`src/rtl/pwsel_pkg.sv`:
```
package pwsel_pkg;

    localparam int SUM_W = 29;   // diff sum, sized for rows of up to 4096 elements
    localparam int SQ_W  = 44;   // sum of squared differences
    localparam int N_W   = 13;   // element count of a row
    localparam int DIV_W = 72;   // divider dividend and quotient
    localparam int DEN_W = 64;   // divider divisor
    localparam int E_W   = 36;   // per-row loss E before weighting
    localparam int QUEUE_DEPTH = 2;

    localparam logic [1:0] MODE_ROW  = 2'd0;
    localparam logic [1:0] MODE_SUM  = 2'd1;
    localparam logic [1:0] MODE_MEAN = 2'd2;
    localparam logic [1:0] MODE_NZ   = 2'd3;

    localparam logic ADDR_MODE = 1'b0;
    localparam logic ADDR_FC   = 1'b1;

    localparam logic signed [63:0] ACC_LIM = 64'sd1 <<< 62;
    localparam logic signed [63:0] OUT_MAX = (64'sd1 <<< 47) - 64'sd1;
    localparam logic signed [63:0] OUT_MIN = -(64'sd1 <<< 47);

    typedef struct packed {
        logic signed [15:0] prediction;
        logic signed [15:0] label;
        logic signed [15:0] row_weight;
        logic               batch_end;
    } t_in_item;

    typedef struct packed {
        logic signed [47:0] loss;
        logic               is_total;
    } t_out_item;

    // one finished row handed from front to back
    typedef struct packed {
        logic signed [SUM_W-1:0] diff_sum;
        logic [SQ_W-1:0]         sq_sum;
        logic [N_W-1:0]          n;
        logic signed [15:0]      weight;
        logic                    batch_end;
    } t_row;

    typedef struct packed {
        logic              start;
        logic [DIV_W-1:0]  dividend;
        logic [DEN_W-1:0]  divisor;
    } t_div_req;

    function automatic logic signed [47:0] sat48(input logic signed [63:0] v);
        logic signed [63:0] c;
        c = v;
        if (v > OUT_MAX) c = OUT_MAX;
        if (v < OUT_MIN) c = OUT_MIN;
        return c[47:0];
    endfunction

endpackage

```
`src/rtl/pwsel_queue.sv`:
```
module pwsel_queue (
    input  logic              i_clk,
    input  logic              i_rst_n,
    input  logic              i_push,
    input  pwsel_pkg::t_row   i_data,
    output logic              o_full,
    input  logic              i_pop,
    output logic              o_valid,
    output pwsel_pkg::t_row   o_data
);
    localparam int D  = pwsel_pkg::QUEUE_DEPTH;
    localparam int AW = (D > 1) ? $clog2(D) : 1;
    localparam int CW = $clog2(D + 1);

    pwsel_pkg::t_row r_mem [D];
    logic [AW-1:0] r_wp, r_rp;
    logic [CW-1:0] r_cnt;

    assign o_full  = (r_cnt == CW'(D));
    assign o_valid = (r_cnt != '0);
    assign o_data  = r_mem[r_rp];

    always_ff @(posedge i_clk) begin
        if (i_push) begin
            r_mem[r_wp] <= i_data;
        end
        if (!i_rst_n) begin
            r_wp  <= '0;
            r_rp  <= '0;
            r_cnt <= '0;
        end else begin
            if (i_push) begin
                r_wp <= (r_wp == AW'(D - 1)) ? '0 : r_wp + 1'b1;
            end
            if (i_pop) begin
                r_rp <= (r_rp == AW'(D - 1)) ? '0 : r_rp + 1'b1;
            end
            r_cnt <= r_cnt + CW'(i_push) - CW'(i_pop);
        end
    end
endmodule

```
`config.mk`:
```
export PLATFORM = sky130hd
export DESIGN_NAME = pwsel_queue
export DESIGN_NICKNAME = d
export VERILOG_FILES = /design/src/rtl/pwsel_pkg.sv /design/src/rtl/pwsel_queue.sv
export SDC_FILE = /design/constraint.sdc
export NUM_CORES = 1
export LEC_CHECK = 0
export BUFFER_PORTS_ARGS = -buffer_cell sky130_fd_sc_hd__buf_4
export CAP_MARGIN = 15
export CORE_MARGIN = 3
export CORE_UTILIZATION = 45
export CTS_CLUSTER_SIZE = 14
export DETAILED_ROUTE_END_ITERATION = 12
export PLACE_DENSITY = 0.8
export SLEW_MARGIN = 20
export SYNTH_ARGS = -nofsm -noshare
export SYNTH_HDL_FRONTEND = slang
export SYNTH_SLANG_ARGS = --single-unit
```
`constraint.sdc`:
```
create_clock -name i_clk -period 18.6 [get_ports i_clk]
set_clock_uncertainty 0.15 [all_clocks]
set_input_delay 2.79 -clock i_clk [delete_from_list [all_inputs] [get_ports i_clk]]
set_output_delay 2.79 -clock i_clk [all_outputs]
set_load 0.05 [all_outputs]
```
Word level (Yosys, flattened, before mapping)
Memories as Yosys holds them, arrays and structs flattened. A register that Yosys moved wholly into a read port is not among the register bits. Index checks and enable logic that the tools add are counted.

Flip-flop bits (word level): 4. Bits in writable memories: 206. Input port bits: 107. Output and inout bits: 105. Logic and storage cells: 16. Memories kept: 1.

Add/subtract/negate cells: 4. Equality and inequality tests: 1. Mux-type cells: 6. Reductions and logical operators: 1.

Memory list: r_mem (depth 2, width 103, read ports 1, clocked after Yosys merged registers in 1, write ports 1, RTL line pwsel_queue.sv:15) `pwsel_pkg::t_row r_mem [D];`.

Operators with widths (number): 1-bit two-way mux (6); 1-bit adder (second input constant) (2); 2-bit by 1-bit adder with 2-bit output (1); 2-bit == test (second input constant) (1); 2-bit nonzero test (1); 2-bit by 1-bit subtractor with 2-bit output (1).

Logic depth before layout (Yosys ltp)
Word-level depth: 4. Mapped depth: 6. Gate-level depth less buffers: 6.

Worst setup path after synthesis
Ideal clock, no wire load.

Kind: input to register. Start: in i_push. End: mem r_mem[0][0] in the netlist's numbering, enable pin. Setup time: 578 ps. Data arrival time: 7301 ps. Data required time: 17872 ps. Path slack: 10570 ps. Cell stages on the path: 1. Buffers on the path: 0. Cells stage by stage: nor2b_1.

Word-level cells in the longest chain between the ends: 2.

Ends and longest elaborated chain: start, declared (RTL line pwsel_queue.sv:4) `input logic i_push,`; 1-bit two-way mux (RTL line pwsel_queue.sv:24) `if (i_push) begin`; 1-bit two-way mux (not written as such) (RTL line pwsel_queue.sv:25) `r_mem[r_wp] <= i_data;`; end, declared (RTL line pwsel_queue.sv:15).

Every way passes these cells.

==> impl_results.md <==
- Critical path capture point type: output pin
- Unique masters post-synth: 14
- Max Cap Viol: 0
- Via Count: around 3900
- Num CTS Buffers: 21
- Synth Net Count: 450
- Post-route ant nets: 0
- Critical path's top delay family: buffers and inverters
- Count of final setup violators: 0
- DR DRC count: 0
- Pin count of the biggest net entering global routing: 81
- Worst stage delay on the critical path: about 0.87 ns
- Die H: around 140 um
- Leakage: between 0.003 and 0.004 uW
- Routed vias/inst: around 4.9
- Area of the core: 16640 sq um
- Worst Tran Pin Value: about 1.0 ns
- CTS clock-pin slew for the worst setup and hold paths: 0.06 ns
- Setup Total Neg Slack: 0 ns
- Fillers: 1186
- Post-route cell area: 10090 sq um
- Register area share after synthesis: about four fifths
- Max Freq: approximately 180 MHz
- Share of the synthesized area in the top cell type: roughly four fifths
- Initial Util: 46.12%
- HP Start: r_rp$_SDFFE_PN0P_
- Clk sink count: 211
- Cell taking the most area after synthesis: edfxtp_1
- Hold buffers post-CTS: 0
- Final period demand of the worst path: ~5.5 ns
- Register bit total from synthesis: roughly 210
- Status: complete, no violations
- Worst R2R Setup Slack: roughly 16 ns
- Post-cts repair resize count: 0
- Worst slew margin: around 30%
- Root Driver: clkbuf_16
- Crit path cell chain: buf_4, mux2_2, buf_4
- Post-layout net count: about 680
- Drt total wl: between 10000 and 15000 um
- CP Max Fanout: 80
- Routed WL per cell: between 15 and 20 um
- Initial antenna violation count: 0
- Max-slew violations: 0
- Final hold slack: between 0.4 and 0.5 ns
- Post-Syn Area: between 7000 and 8000 sq um
- WP data required: roughly 16 ns
- Drt first pass iters: 4
- Gpl congestion: between 0.7 and 0.8
- Dpl hpwl: 9225 um
- Register area: about 6300 sq um
- RSZ-0062 raised after global routing: false
- Ratio of final minimum period to clock period: between 20% and 30%
- Top post-synthesis cells by area: edfxtp_1 (81%), mux2_2 (15%), dfxtp_1 (1.3%)
- Cells after Synth: 341
- First-pass GRT wire length: 20710 um
- Antenna Cells: 0
- Average cell area after synthesis: 22.51 sq um
- CTS tree: built
- Most used cell, CP: buf_4
- Yosys warning total: 0
- Hold WC Path Type: flop to flop
- Clock Path Buffers: 3
- Post-CTS setup buffer count: 0
- Layout cells sized above 1: between 60% and 70%
- Critical path's slowest cell: buf_4
- Num ports: roughly 210
- Synth-to-Final Area Change: 31.50%
- Hold Violations, Final: 0
- Full die area: approximately 19000 sq um
- Critical Path AT: between 2 and 3 ns
- Setup CP Type: flop to output pin
- Kind of start point of the critical path: flop
- Vias in the first global route: 4122
- Initial DRC count: 168
- Post-DP Area: approximately 9500 sq um
- Crit path buffers/inverters: 2
- GRT Overall Usage: about 14%
- Peak supply drop: 81.27 uV
- Row Count: 47
- # port buffers: 211
- Die Wd: around 140 um
- Reg-to-Reg Start: r_wp$_SDFFE_PN0P_
- Power per standard cell area: 113.3 nW/um^2
- Footprint of the multi-input gates: 1290 sq um
- Clk_lat worst skew: around 0.47 ns
- Max H-tree Level: 1
- Grt ovf: 0
-- sequential cells by signal (all words and copies together) (netlist names), named ones only --
register	flops
r_cnt	2
r_wp	1
r_rp	1
r_mem	206
-- layout by cell type (no fill, tap or decap) --
cell type / Yosys / routed
edfxtp_1: 206 / 206
clkbuf_16: 0 / 21
xor2_1: 1 / 1
clkinv_2: 0 / 2
clkbuf_8: 0 / 2
inv_1: 2 / 2
nor2b_1: 4 / 3
o21a_1: 1 / 1
and2_1: 4 / 3
and2_4: 0 / 1
dfxtp_4: 0 / 1
or2_2: 1 / 1
bufinv_16: 0 / 1
clkbuf_1: 0 / 7
buf_4: 1 / 214
clkinv_1: 0 / 1
ha_1: 2 / 2
dfxtp_1: 5 / 4
mux2_2: 103 / 103
nor2b_4: 0 / 1
xnor3_1: 1 / 1
-- Yosys cell counts --
cell and count:
inv_1 2, edfxtp_1 206, nor2b_1 4, dfxtp_1 5, buf_6 7, and2_1 4
mux2_2 103, buf_4 1, xnor3_1 1, buf_2 3, ha_1 2, o21a_1 1
or2_2 1, xor2_1 1
-- per-stage QoR --
| step | setup WS, ns | total power (uW) | instances | utilization (%) |
|---|---|---|---|---|
| 2_1_floorplan | 10.57 | 706.5 | 341 | - |
| 3_3_place_gp | 13.54 | 766.4 | 764 | 56.90 |
| 3_5_place_dp | 13.45 | 770.8 | 764 | 56.90 |
| 4_1_cts | 13.04 | 1159 | 798 | 60.64 |
| 5_1_grt | 12.96 | 1183 | 798 | 60.64 |
| 6_report | 13.11 | 1144 | 798 | 60.64 |
-- metal layers --
| metal | part of all wire [%] | GRT usage (%) | vias up | routed length (um) |
|---|---|---|---|---|
| li1 | - | - | 1798 | - |
| met1 | 37 | 16.12 | 1940 | 5217 |
| met2 | 53 | 25.90 | 149 | 7460 |
| met3 | 8.5 | 4.228 | 26 | 1203 |
| met4 | 2.2 | 4.199 | 0 | 309 |
| met5 | 0 | 0 | - | 0 |
-- kinds of logic after synthesis --
family                     count (synthesis)  synth area share (%)
and+or+nand+nor                            9                0.7336
DFF                                      211                 81.90
muxes                                    103                 15.11
AOI/OAI and AO/OA                          1               0.09785
xor gates and xnor gates                   2                0.4076
buffers and inverters                     13                 1.418
adders and majority gates                  2                0.3260
-- power by group --
group	total, uW	leakage [uW]	internal, uW	switching, uW
registers	558	0.00198	550	7.76
logic	201	0.00149	71.8	130
clock network	384	0.000305	228	156
total	1140	0.00377	850	293
-- area by class of cell --
class,instances,area share (%)
Inverter,2,0.07439
Clock buffer,30,5.740
Timing Repair Buffer,214,15.92
Multi-Input combinational cell,117,12.78
Sequential cell,211,62.32
Clock inverter,4,0.4339
Tap cell,220,2.727
-- final timing paths --
path	to	depth (start not counted)
max reg2reg	r_mem[0][30]$_DFFE_PP_	2
max	o_data[54]	3
min	flop	2
min reg2reg	flop	2
-- worst reg2reg max path, stage by stage (launching register included) --
cell and delay (ns):
dfxtp_1 0.34, nor2b_4 0.67, buf_4 0.86
(Power assumes the default switching activity.)
