--- config.mk ---
export PLATFORM = sky130hd
export DESIGN_NAME = pwsel_front
export DESIGN_NICKNAME = d
export VERILOG_FILES = /design/src/rtl/pwsel_pkg.sv /design/src/rtl/pwsel_front.sv
export SDC_FILE = /design/constraint.sdc
export NUM_CORES = 1
export LEC_CHECK = 0
export BUFFER_PORTS_ARGS = -buffer_cell sky130_fd_sc_hd__buf_4
export CORE_ASPECT_RATIO = 1.25
export CORE_MARGIN = 8
export CORE_UTILIZATION = 45
export CTS_BUF_LIST = sky130_fd_sc_hd__clkbuf_2
export CTS_CLUSTER_DIAMETER = 200
export CTS_CLUSTER_SIZE = 24
export DETAILED_ROUTE_END_ITERATION = 6
export PLACE_DENSITY = 0.67
export SYNTH_ARGS = -nofsm -noshare
export SYNTH_HDL_FRONTEND = slang
export SYNTH_SLANG_ARGS = --single-unit
--- constraint.sdc ---
create_clock -name i_clk -period 9.7 [get_ports i_clk]
set_input_delay 0.485 -clock i_clk [delete_from_list [all_inputs] [get_ports i_clk]]
set_output_delay 0.485 -clock i_clk [all_outputs]
set_load 0.02 [all_outputs]
--- src/rtl/pwsel_pkg.sv ---
package pwsel_pkg;

    localparam int SUM_W = 29;   // diff sum, sized for rows of up to 4096 elements
    localparam int SQ_W  = 44;   // sum of squared differences
    localparam int N_W   = 13;   // element count of a row
    localparam int DIV_W = 72;   // divider dividend and quotient
    localparam int DEN_W = 64;   // divider divisor
    localparam int E_W   = 36;   // per-row loss E before weighting
    localparam int QUEUE_DEPTH = 2;

    localparam logic [1:0] MODE_ROW  = 2'd0;
    localparam logic [1:0] MODE_SUM  = 2'd1;
    localparam logic [1:0] MODE_MEAN = 2'd2;
    localparam logic [1:0] MODE_NZ   = 2'd3;

    localparam logic ADDR_MODE = 1'b0;
    localparam logic ADDR_FC   = 1'b1;

    localparam logic signed [63:0] ACC_LIM = 64'sd1 <<< 62;
    localparam logic signed [63:0] OUT_MAX = (64'sd1 <<< 47) - 64'sd1;
    localparam logic signed [63:0] OUT_MIN = -(64'sd1 <<< 47);

    typedef struct packed {
        logic signed [15:0] prediction;
        logic signed [15:0] label;
        logic signed [15:0] row_weight;
        logic               batch_end;
    } t_in_item;

    typedef struct packed {
        logic signed [47:0] loss;
        logic               is_total;
    } t_out_item;

    // one finished row handed from front to back
    typedef struct packed {
        logic signed [SUM_W-1:0] diff_sum;
        logic [SQ_W-1:0]         sq_sum;
        logic [N_W-1:0]          n;
        logic signed [15:0]      weight;
        logic                    batch_end;
    } t_row;

    typedef struct packed {
        logic              start;
        logic [DIV_W-1:0]  dividend;
        logic [DEN_W-1:0]  divisor;
    } t_div_req;

    function automatic logic signed [47:0] sat48(input logic signed [63:0] v);
        logic signed [63:0] c;
        c = v;
        if (v > OUT_MAX) c = OUT_MAX;
        if (v < OUT_MIN) c = OUT_MIN;
        return c[47:0];
    endfunction

endpackage

--- src/rtl/pwsel_front.sv ---
module pwsel_front #(
    parameter int FEATURES_MAX = 256
) (
    input  logic                i_clk,
    input  logic                i_rst_n,
    input  logic [8:0]          i_feature_count,
    input  logic                i_valid,
    output logic                o_ready,
    input  pwsel_pkg::t_in_item i_item,
    input  logic                i_q_full,
    output logic                o_push,
    output pwsel_pkg::t_row     o_row
);
    localparam int NW = pwsel_pkg::N_W;
    localparam int SW = pwsel_pkg::SUM_W;
    localparam int QW = pwsel_pkg::SQ_W;
    localparam int IW = $clog2(FEATURES_MAX);

    logic signed [SW-1:0] r_sum, n_sum;
    logic [QW-1:0]        r_sq, n_sq;
    logic [IW-1:0]        r_idx;
    logic signed [16:0]   d;
    logic [15:0]          mag;
    logic [NW-1:0]        fc, n_eff, taken;
    logic                 accept, row_end;

    assign fc = NW'(i_feature_count);
    always_comb begin
        n_eff = fc;
        if (fc < NW'(2)) n_eff = NW'(2);
        if (fc > NW'(FEATURES_MAX)) n_eff = NW'(FEATURES_MAX);
    end

    assign o_ready = !i_q_full;
    assign accept  = i_valid && o_ready;

    assign d     = 17'(i_item.prediction) - 17'(i_item.label);
    assign mag   = d[16] ? 16'(-d) : d[15:0];
    assign n_sum = r_sum + SW'(d);
    assign n_sq  = r_sq + QW'({16'd0, mag} * {16'd0, mag});
    assign taken = NW'(r_idx) + 1'b1;
    assign row_end = (taken >= n_eff);

    assign o_push = accept && row_end;
    assign o_row  = '{diff_sum: n_sum, sq_sum: n_sq, n: n_eff,
                      weight: i_item.row_weight, batch_end: i_item.batch_end};

    always_ff @(posedge i_clk) begin
        if (!i_rst_n) begin
            r_sum <= '0;
            r_sq  <= '0;
            r_idx <= '0;
        end else if (accept) begin
            if (row_end) begin
                r_sum <= '0;
                r_sq  <= '0;
                r_idx <= '0;
            end else begin
                r_sum <= n_sum;
                r_sq  <= n_sq;
                r_idx <= r_idx + 1'b1;
            end
        end
    end
endmodule

== Word level (Yosys, flattened, before mapping) ==
Cells that the tools add are included.
Cells by class
  add/subtract/negate cells: 6
  multiply operators: 1
  magnitude comparators: 3
  reductions and logical operators: 3
  muxes and demuxes: 6
Operator list (number)
  adder 44 x 32 -> 44 bit: 1
  2-to-1 mux 44 bit: 1
  multiplier 16 x 16 -> 32 bit: 1
  adder 29 x 17 -> 29 bit: 1
  2-to-1 mux 29 bit: 1
  subtractor 16 x 16 -> 17 bit: 1
  2-to-1 mux 16 bit: 1
  negation 16 bit: 1
  greater-or-equal comparator 9 x 13 -> 1 bit: 1
  2-to-1 mux 13 bit: 1
  adder 8 x 1 -> 9 bit (second input constant): 1
  greater-than comparator 9 bit (second input constant): 1
  < comparator 9 x 2 -> 1 bit (second input constant): 1
  2-to-1 mux 9 bit: 1
  adder 8 x 1 -> 8 bit (second input constant): 1
  2-to-1 mux 8 bit: 1
  logical AND 1 bit: 2
  logical NOT 1 bit: 1
Storage, ports and cells
  register bits after elaboration: 81
  output and inout bits: 105
  word-level logic and storage cells: 22
  input port bits: 62

== Longest topological paths before layout ==
Gate-level depths: netlist (run 1).
  word-level depth: 6
  gate-level depth with buffers: 39
  mapped depth without buffers: 37

== Worst setup path after synthesis (run 1) ==
Ideal clock, no wire load.
  kind: input to output
  start point: input port i_item[22] (netlist name)
  end point: output port o_row[72] (netlist name)
  data arrival time: 9.564 ns
  buffers on the path: 1
  data required time: 9.215 ns
  stages on the path: 33
  setup slack: -0.349 ns
  path through: inv_1 > ha_1 > and2_4 > a221o_1 > or3_4 > a2111oi_4 > or4b_4 > nor4_4 > a41oi_4 > xor2_1 > nand2_1 > fa_1 > inv_1 > fa_1 > inv_1 > fa_1 > inv_1 > fa_1 > fa_1 > inv_1 > fa_1 > inv_1 > ha_1 > clkbuf_1 > a21o_1 > a21o_1 > a21oi_1 > o21ai_0 > a211o_1 > o41ai_1 > nor2_1 > and2_1 > xor2_1
RTL lines
  start, declared: line pwsel_front.sv:9  | input pwsel_pkg::t_in_item i_item,
  end, declared: line pwsel_front.sv:12  | output pwsel_pkg::t_row o_row

==> results of run 1 <==
critical path, delay by kind of cell:
| kind | cells | cell delay [ns] |
|---|---|---|
| XOR/XNOR | 2 | 0.46 |
| buffers and inverters | 11 | 1.31 |
| AO/OA/AOI/OAI | 7 | 1.73 |
| adder cells (fa/ha/maj) | 8 | 3.39 |
| AND/OR/NAND/NOR | 7 | 1.87 |
worst paths after layout:
kind                   startpoint                    end  slack (ns)  depth (start not counted)
min reg2reg  r_sq[5]$_SDFFE_PN0P_   r_sq[5]$_SDFFE_PN0P_        0.48                          2
min                       i_rst_n  r_sq[35]$_SDFFE_PN0P_        0.09                          2
max reg2reg  r_sq[3]$_SDFFE_PN0P_  r_sq[41]$_SDFFE_PN0P_        3.82                         23
max                    i_item[21]              o_row[60]       -0.04                         35
sequential cells by signal (all words and copies together) (netlist names):
| name | flops |
|---|---|
| r_sq | 44 |
| r_sum | 29 |
| r_idx | 8 |
cell families (layout without fill, tap and decap cells):
logic type,Yosys count,count (layout)
compound gates,331,331
xor+xnor,101,101
fa+ha+maj,357,357
buf+inv,443,721
flops,81,81
mux,6,6
other cells,1,5
simple gates,442,442
final cells by class:
cell class                 count  area share [%]
clock buffer                   9           0.246
timing repair buffer         334            14.5
antenna                        1          0.0137
inverter                     372            7.66
clock inverter                 6           0.362
sequential                    81            8.85
tap                          412            2.81
multi-input combinational   1241            65.6
per-layer routing:
metal | vias up | global-route usage (%) | part of all wire, %
met5 | - | 0 | 0
met2 | 347 | 41.6 | 53
met1 | 6457 | 23.7 | 38
met3 | 134 | 3.34 | 4.4
met4 | 0 | 9.80 | 5.2
li1 | 6222 | - | -
repair_timing:
item / in CTS / in global routing
pin swaps: 63 / 78
gates resized for setup: 66 / 126
setup buffers: 13 / 21
endpoints found under the setup margin: 18 / 21
hold buffers: 0 / 0
Yosys cell counts (all sizes together), types with 4 or more instances:
| master | count | share of area [%] |
|---|---|---|
| a211oi | 9 | 0.46 |
| a21o | 41 | 2.1 |
| a21oi | 94 | 3.2 |
| a22o | 21 | 1.3 |
| a22oi | 18 | 0.93 |
| a31o | 5 | 0.30 |
| a31oi | 10 | 0.43 |
| a41oi | 4 | 0.37 |
| and2 | 21 | 0.92 |
| and3 | 15 | 0.64 |
| buf | 28 | 1.3 |
| clkbuf | 43 | 1.1 |
| dfxtp | 81 | 11 |
| fa | 195 | 27 |
| ha | 160 | 14 |
| inv | 369 | 9.5 |
| mux2i | 4 | 0.27 |
| nand2 | 174 | 4.5 |
| nand2b | 8 | 0.34 |
| nand3 | 45 | 1.5 |
| nand3b | 6 | 0.31 |
| nand4 | 9 | 0.39 |
| nor2 | 103 | 2.7 |
| nor2b | 15 | 0.64 |
| nor3 | 14 | 0.48 |
| nor4 | 7 | 0.40 |
| o2111ai | 4 | 0.24 |
| o211ai | 9 | 0.46 |
| o21a | 15 | 0.77 |
| o21ai | 46 | 1.6 |
| o21bai | 13 | 0.67 |
| o31ai | 11 | 0.57 |
| or2 | 6 | 0.26 |
| or3 | 14 | 0.63 |
| xnor2 | 67 | 4.3 |
| xor2 | 34 | 2.0 |
stage by stage:
step | cells | setup TNS (ns) | cell area (um^2) | hold slack [ns]
2_1_floorplan | 1765 | 0 | 14700 | 0.432
6_report | 2456 | -0.0520 | 18300 | 0.0852
4_1_cts | 2434 | -0.0192 | 17700 | 0.0317
3_3_place_gp | 2406 | -2.98 | 17100 | 0.442
3_5_place_dp | 2406 | -3.65 | 17100 | 0.450
5_1_grt | 2456 | -3.31 | 18300 | 0.0139
==> reports/qor.csv, run 1 <==
metric;value;unit
Top FF cell, synth;dfxtp_1;
max-cap violations;0;
CTS root buf;clkbuf_2;
Register Area;0.00162;mm^2
final period utilization;100;%
# rows;73;
Post-Synth XOR/XNOR Area;6.32;%
failing checks;setup timing;
synthesis warning total;0;
initial drt markers;619;
Setup Crit Path Kind;primary input to output port;
FF+latch count, synth;81;
drt first pass iters;5;
status;finished, violations left;
DRC;0;
worst skew pair latency;0.66;ns
worst clock skew;0.0336;ns
# IOs;167;
synthesized area per cell;8.28;um^2
largest family of logic cells by synthesized area;adder cells;
post-synthesis instance total;1762;
worst hold-check path type;primary input to register;
RSZ-0062 raised after global routing;yes;
Simple-Gate Fraction of Synth Area;14.0;%
CP most frequent cell;buf_4;
Critical Path End Type;output port;
Mapped Area;0.0146;mm^2
total grt overflow;0;
Vias;13200;
post-synthesis cell type count;78;
sequential area share after synthesis;11.1;%
EDFF count, synth;0;
Synth Area in Adders;40.6;%
most frequent cells in the layout;331 x inv_1, 305 x buf_4, 186 x fa_1, 155 x nand2_1, 142 x ha_1;
CTS H-tree depth;3;
Setup WS pre-CTS;-0.340;ns
Sink Count;81;
count of antenna-violating nets left after detailed routing;0;
Final Wtd Congestion;0.934;
Core ar.;0.0319;mm^2
CTS tree;done;
layout cell share with drive strength beyond 1;25.6;%
Worst Slack Setup Final;-0.0359;ns
clk slew on worst S/H paths;0.24;ns
Layout area overhead;25.6;%
Max Root-Sink Buffers;2;
vias in the first global route;13900;
Final Hold Viols;0;
pin count of the biggest net entering global routing;53;
mux cell area share after synthesis;0.429;%
WP data arrival;9.25;ns
post-DP HPWL;34100;um
commonest non-fill, non-tap cell in the layout;inv_1;
fillers;2821;
Routed WL;42400;um
die width;177;um
worst-margin pin slew;1.11;ns
global-route wire length before repair;68300;um
Total GRT Usage;22.1;%
Startpoint Class;primary input;
PortBufs;128;
slew margin rel.;25.6;%
max-slew violation count;0;
Die ar.;0.0385;mm^2
CTS buffer count;9;
initial antenna violation count;1;
post-synthesis compound-gate area fraction;15.5;%
Req. time, crit path;9.22;ns
final core utilization;57.5;%
Async S/R FF share, synth;0;%
starting density of the core;45.8;%
post-route minimum period;9.74;ns
slowest stage delay, CP;0.53;ns
Final nets;2456;
Critical Path Slowest Stage Cell;fa_2;
Max FO, Critical Path;4;
WL per Instance;17.3;um
FMAX;103;MHz
die height;217;um
Setup Viol. Count Final;3;
Vias/cell;5.36;
Multi-input gate area;0.0120;mm^2
Power of run 1 is left out: the tool's default activity adds up to more than one toggle a clock period on the data nets, which glitch-free logic cannot reach.
==> run 2, diff against run 1 <==
--- a/config.mk
+++ b/config.mk
@@ -5,7 +5,6 @@
 export SDC_FILE = /design/constraint.sdc
 export NUM_CORES = 1
 export LEC_CHECK = 0
-export BUFFER_PORTS_ARGS = -buffer_cell sky130_fd_sc_hd__buf_4
 export CORE_ASPECT_RATIO = 1.25
 export CORE_MARGIN = 8
 export CORE_UTILIZATION = 45
@@ -13,7 +12,7 @@
 export CTS_CLUSTER_DIAMETER = 200
 export CTS_CLUSTER_SIZE = 24
 export DETAILED_ROUTE_END_ITERATION = 6
-export PLACE_DENSITY = 0.67
+export DONT_BUFFER_PORTS = 1
 export SYNTH_ARGS = -nofsm -noshare
 export SYNTH_HDL_FRONTEND = slang
 export SYNTH_SLANG_ARGS = --single-unit
==> reports/qor.csv, run 2 (synthesized netlist as in run 1, its figures left out) <==
metric;value;unit
FF-to-FF setup slack;3.78;ns
starting density of the core;45.8;%
Worst Setup EP;o_row[67];
clk slew on worst S/H paths;0.27;ns
max-slew violation count;0;
count of antenna-violating nets left after detailed routing;0;
Layout area overhead;17.6;%
final period utilization;97.5;%
CTS buffer count;9;
CTS tree;done;
Vias/cell;5.36;
die width;177;um
number of flip-flops in the largest register;44;
Critical Path Slowest Stage Cell;or4b_4;
DRC;0;
most frequent cells in the layout;332 x inv_1, 185 x fa_1, 165 x buf_4, 161 x nand2_1, 142 x ha_1;
# rows;73;
WP buf/inv;11;
slowest stage delay, CP;0.54;ns
worst skew pair latency;0.66;ns
CTS root buf;clkbuf_2;
critical path's top delay family;adder cells;
die height;217;um
post-route minimum period;9.46;ns
Core ar.;0.0319;mm^2
highest routed layer;met5;
slew margin rel.;22.7;%
vias in the first global route;13300;
drt first pass iters;5;
Setup Viol. Count Final;0;
Max Root-Sink Buffers;2;
CP most frequent cell;fa_1;
WP data arrival;8.97;ns
Reg2Reg Launch Point;r_sq[8]$_SDFFE_PN0P_;
met3 routed WL;2530;um
Req. time, crit path;9.22;ns
Total GRT Usage;22.1;%
Die ar.;0.0385;mm^2
RSZ-0062 raised after global routing;yes;
met2 WL;21400;um
metal1 wirelength;16300;um
pin count of the biggest net entering global routing;53;
setup TNS;0;ns
worst hold-check path type;primary input to register;
initial antenna violation count;3;
Final nets;2306;
Final Wtd Congestion;0.901;
CTS H-tree depth;3;
Sink Count;81;
Hold Slack;0.130;ns
# IOs;167;
initial drt markers;611;
Worst Slack Setup Final;0.243;ns
Max FO, Critical Path;5;
Startpoint Class;primary input;
Setup WS pre-CTS;-0.196;ns
Largest regs;r_sq x44, r_sum x29, r_idx x8;
status;finished, final reports clean;
FF-to-FF path depth;21;
post-DP HPWL;33500;um
WL per Instance;18.2;um
Vias;12400;
critical path startpoint;i_item[33];
commonest non-fill, non-tap cell in the layout;inv_1;
PortBufs;0;
layout cell share with drive strength beyond 1;18.6;%
CP Depth;37;
global-route wire length before repair;67700;um
FMAX;106;MHz
Critical Path End Type;output port;
worst flop-to-flop path endpoint;r_sq[41]$_SDFFE_PN0P_;
Setup Crit Path Kind;primary input to output port;
total grt overflow;0;
Final Hold Viols;0;
Biggest register;r_sq;
worst-margin pin slew;1.16;ns
max-cap violations;0;
worst clock skew;0.0614;ns
Routed WL;41900;um
==> run 2: cell count changes in the layout (fill, tap and decap cells not counted), moves of 5 or more <==
cell	previous run	this run
buf_4	305	165
buf_6	25	10
nand2_1	155	161
nor2_4	5	10
xnor2_1	56	62
xnor2_2	8	3
xor2_2	6	1
==> run 2: how the worst min path moves through the flow <==
stage                            from                     end  slack, ns  cells after the start
5_1_grt                       i_rst_n  r_sum[22]$_SDFFE_PN0P_       0.09                      2
2_1_floorplan  r_sum[22]$_SDFFE_PN0P_  r_sum[22]$_SDFFE_PN0P_       0.43                      2
3_5_place_dp     r_sq[9]$_SDFFE_PN0P_    r_sq[9]$_SDFFE_PN0P_       0.45                      2
3_3_place_gp     r_sq[7]$_SDFFE_PN0P_    r_sq[7]$_SDFFE_PN0P_       0.44                      2
6_report                      i_rst_n  r_sum[22]$_SDFFE_PN0P_       0.13                      2
4_1_cts                       i_rst_n  r_sum[22]$_SDFFE_PN0P_       0.07                      2
==> run 2: layer usage <==
metal | GRT usage (%) | vias to the layer above
li1 | - | 5924
met1 | 25.1 | 6056
met2 | 39.8 | 307
met3 | 4.66 | 86
met4 | 8.78 | 4
met5 | 0 | -
==> run 2: area by class of cell <==
| cell class | instances | area (um^2) |
|---|---|---|
| fillers | 2958 | 14700 |
| multi-input cells | 1241 | 12000 |
| flip-flops and latches | 81 | 1620 |
| repair buffers | 184 | 1540 |
| inverters | 372 | 1410 |
| well taps | 412 | 515 |
| clock inverters | 6 | 75.1 |
| clock buffers | 10 | 50.0 |
| diodes | 1 | 2.50 |
==> run 2: through the flow <==
stage	utilization, %	instances	cell area (um^2)
3_5_place_dp	50.4	2260	16100
3_3_place_gp	50.4	2260	16100
2_1_floorplan	-	1765	14700
5_1_grt	53.9	2307	17200
6_report	53.9	2307	17200
4_1_cts	51.2	2280	16300
==> run 2: worst reg2reg max path: stages, from the launching register on <==
cell and delay, ns:
dfxtp_1 0.42, inv_1 0.07, fa_1 0.53, inv_1 0.05, fa_1 0.49, inv_1 0.05, fa_1 0.46, fa_1 0.57
inv_1 0.05, ha_1 0.32, a21boi_0 0.33, o21ai_1 0.17, a211oi_2 0.26, buf_4 0.19, o211ai_1 0.18, a2111oi_4 0.34
buf_4 0.20, o2111ai_4 0.19, buf_6 0.18, buf_4 0.14, or4_1 0.49, a31oi_1 0.16
==> run 2: timing repair <==
item,in CTS,in global routing
buffers inserted,3,25
pin swaps,10,116
hold buffers,1,0
gates resized for setup,27,130
setup endpoints to repair,13,23
cloned,0,1
hold endpoints to repair,3,0
Power of run 2 is left out for the same reason.
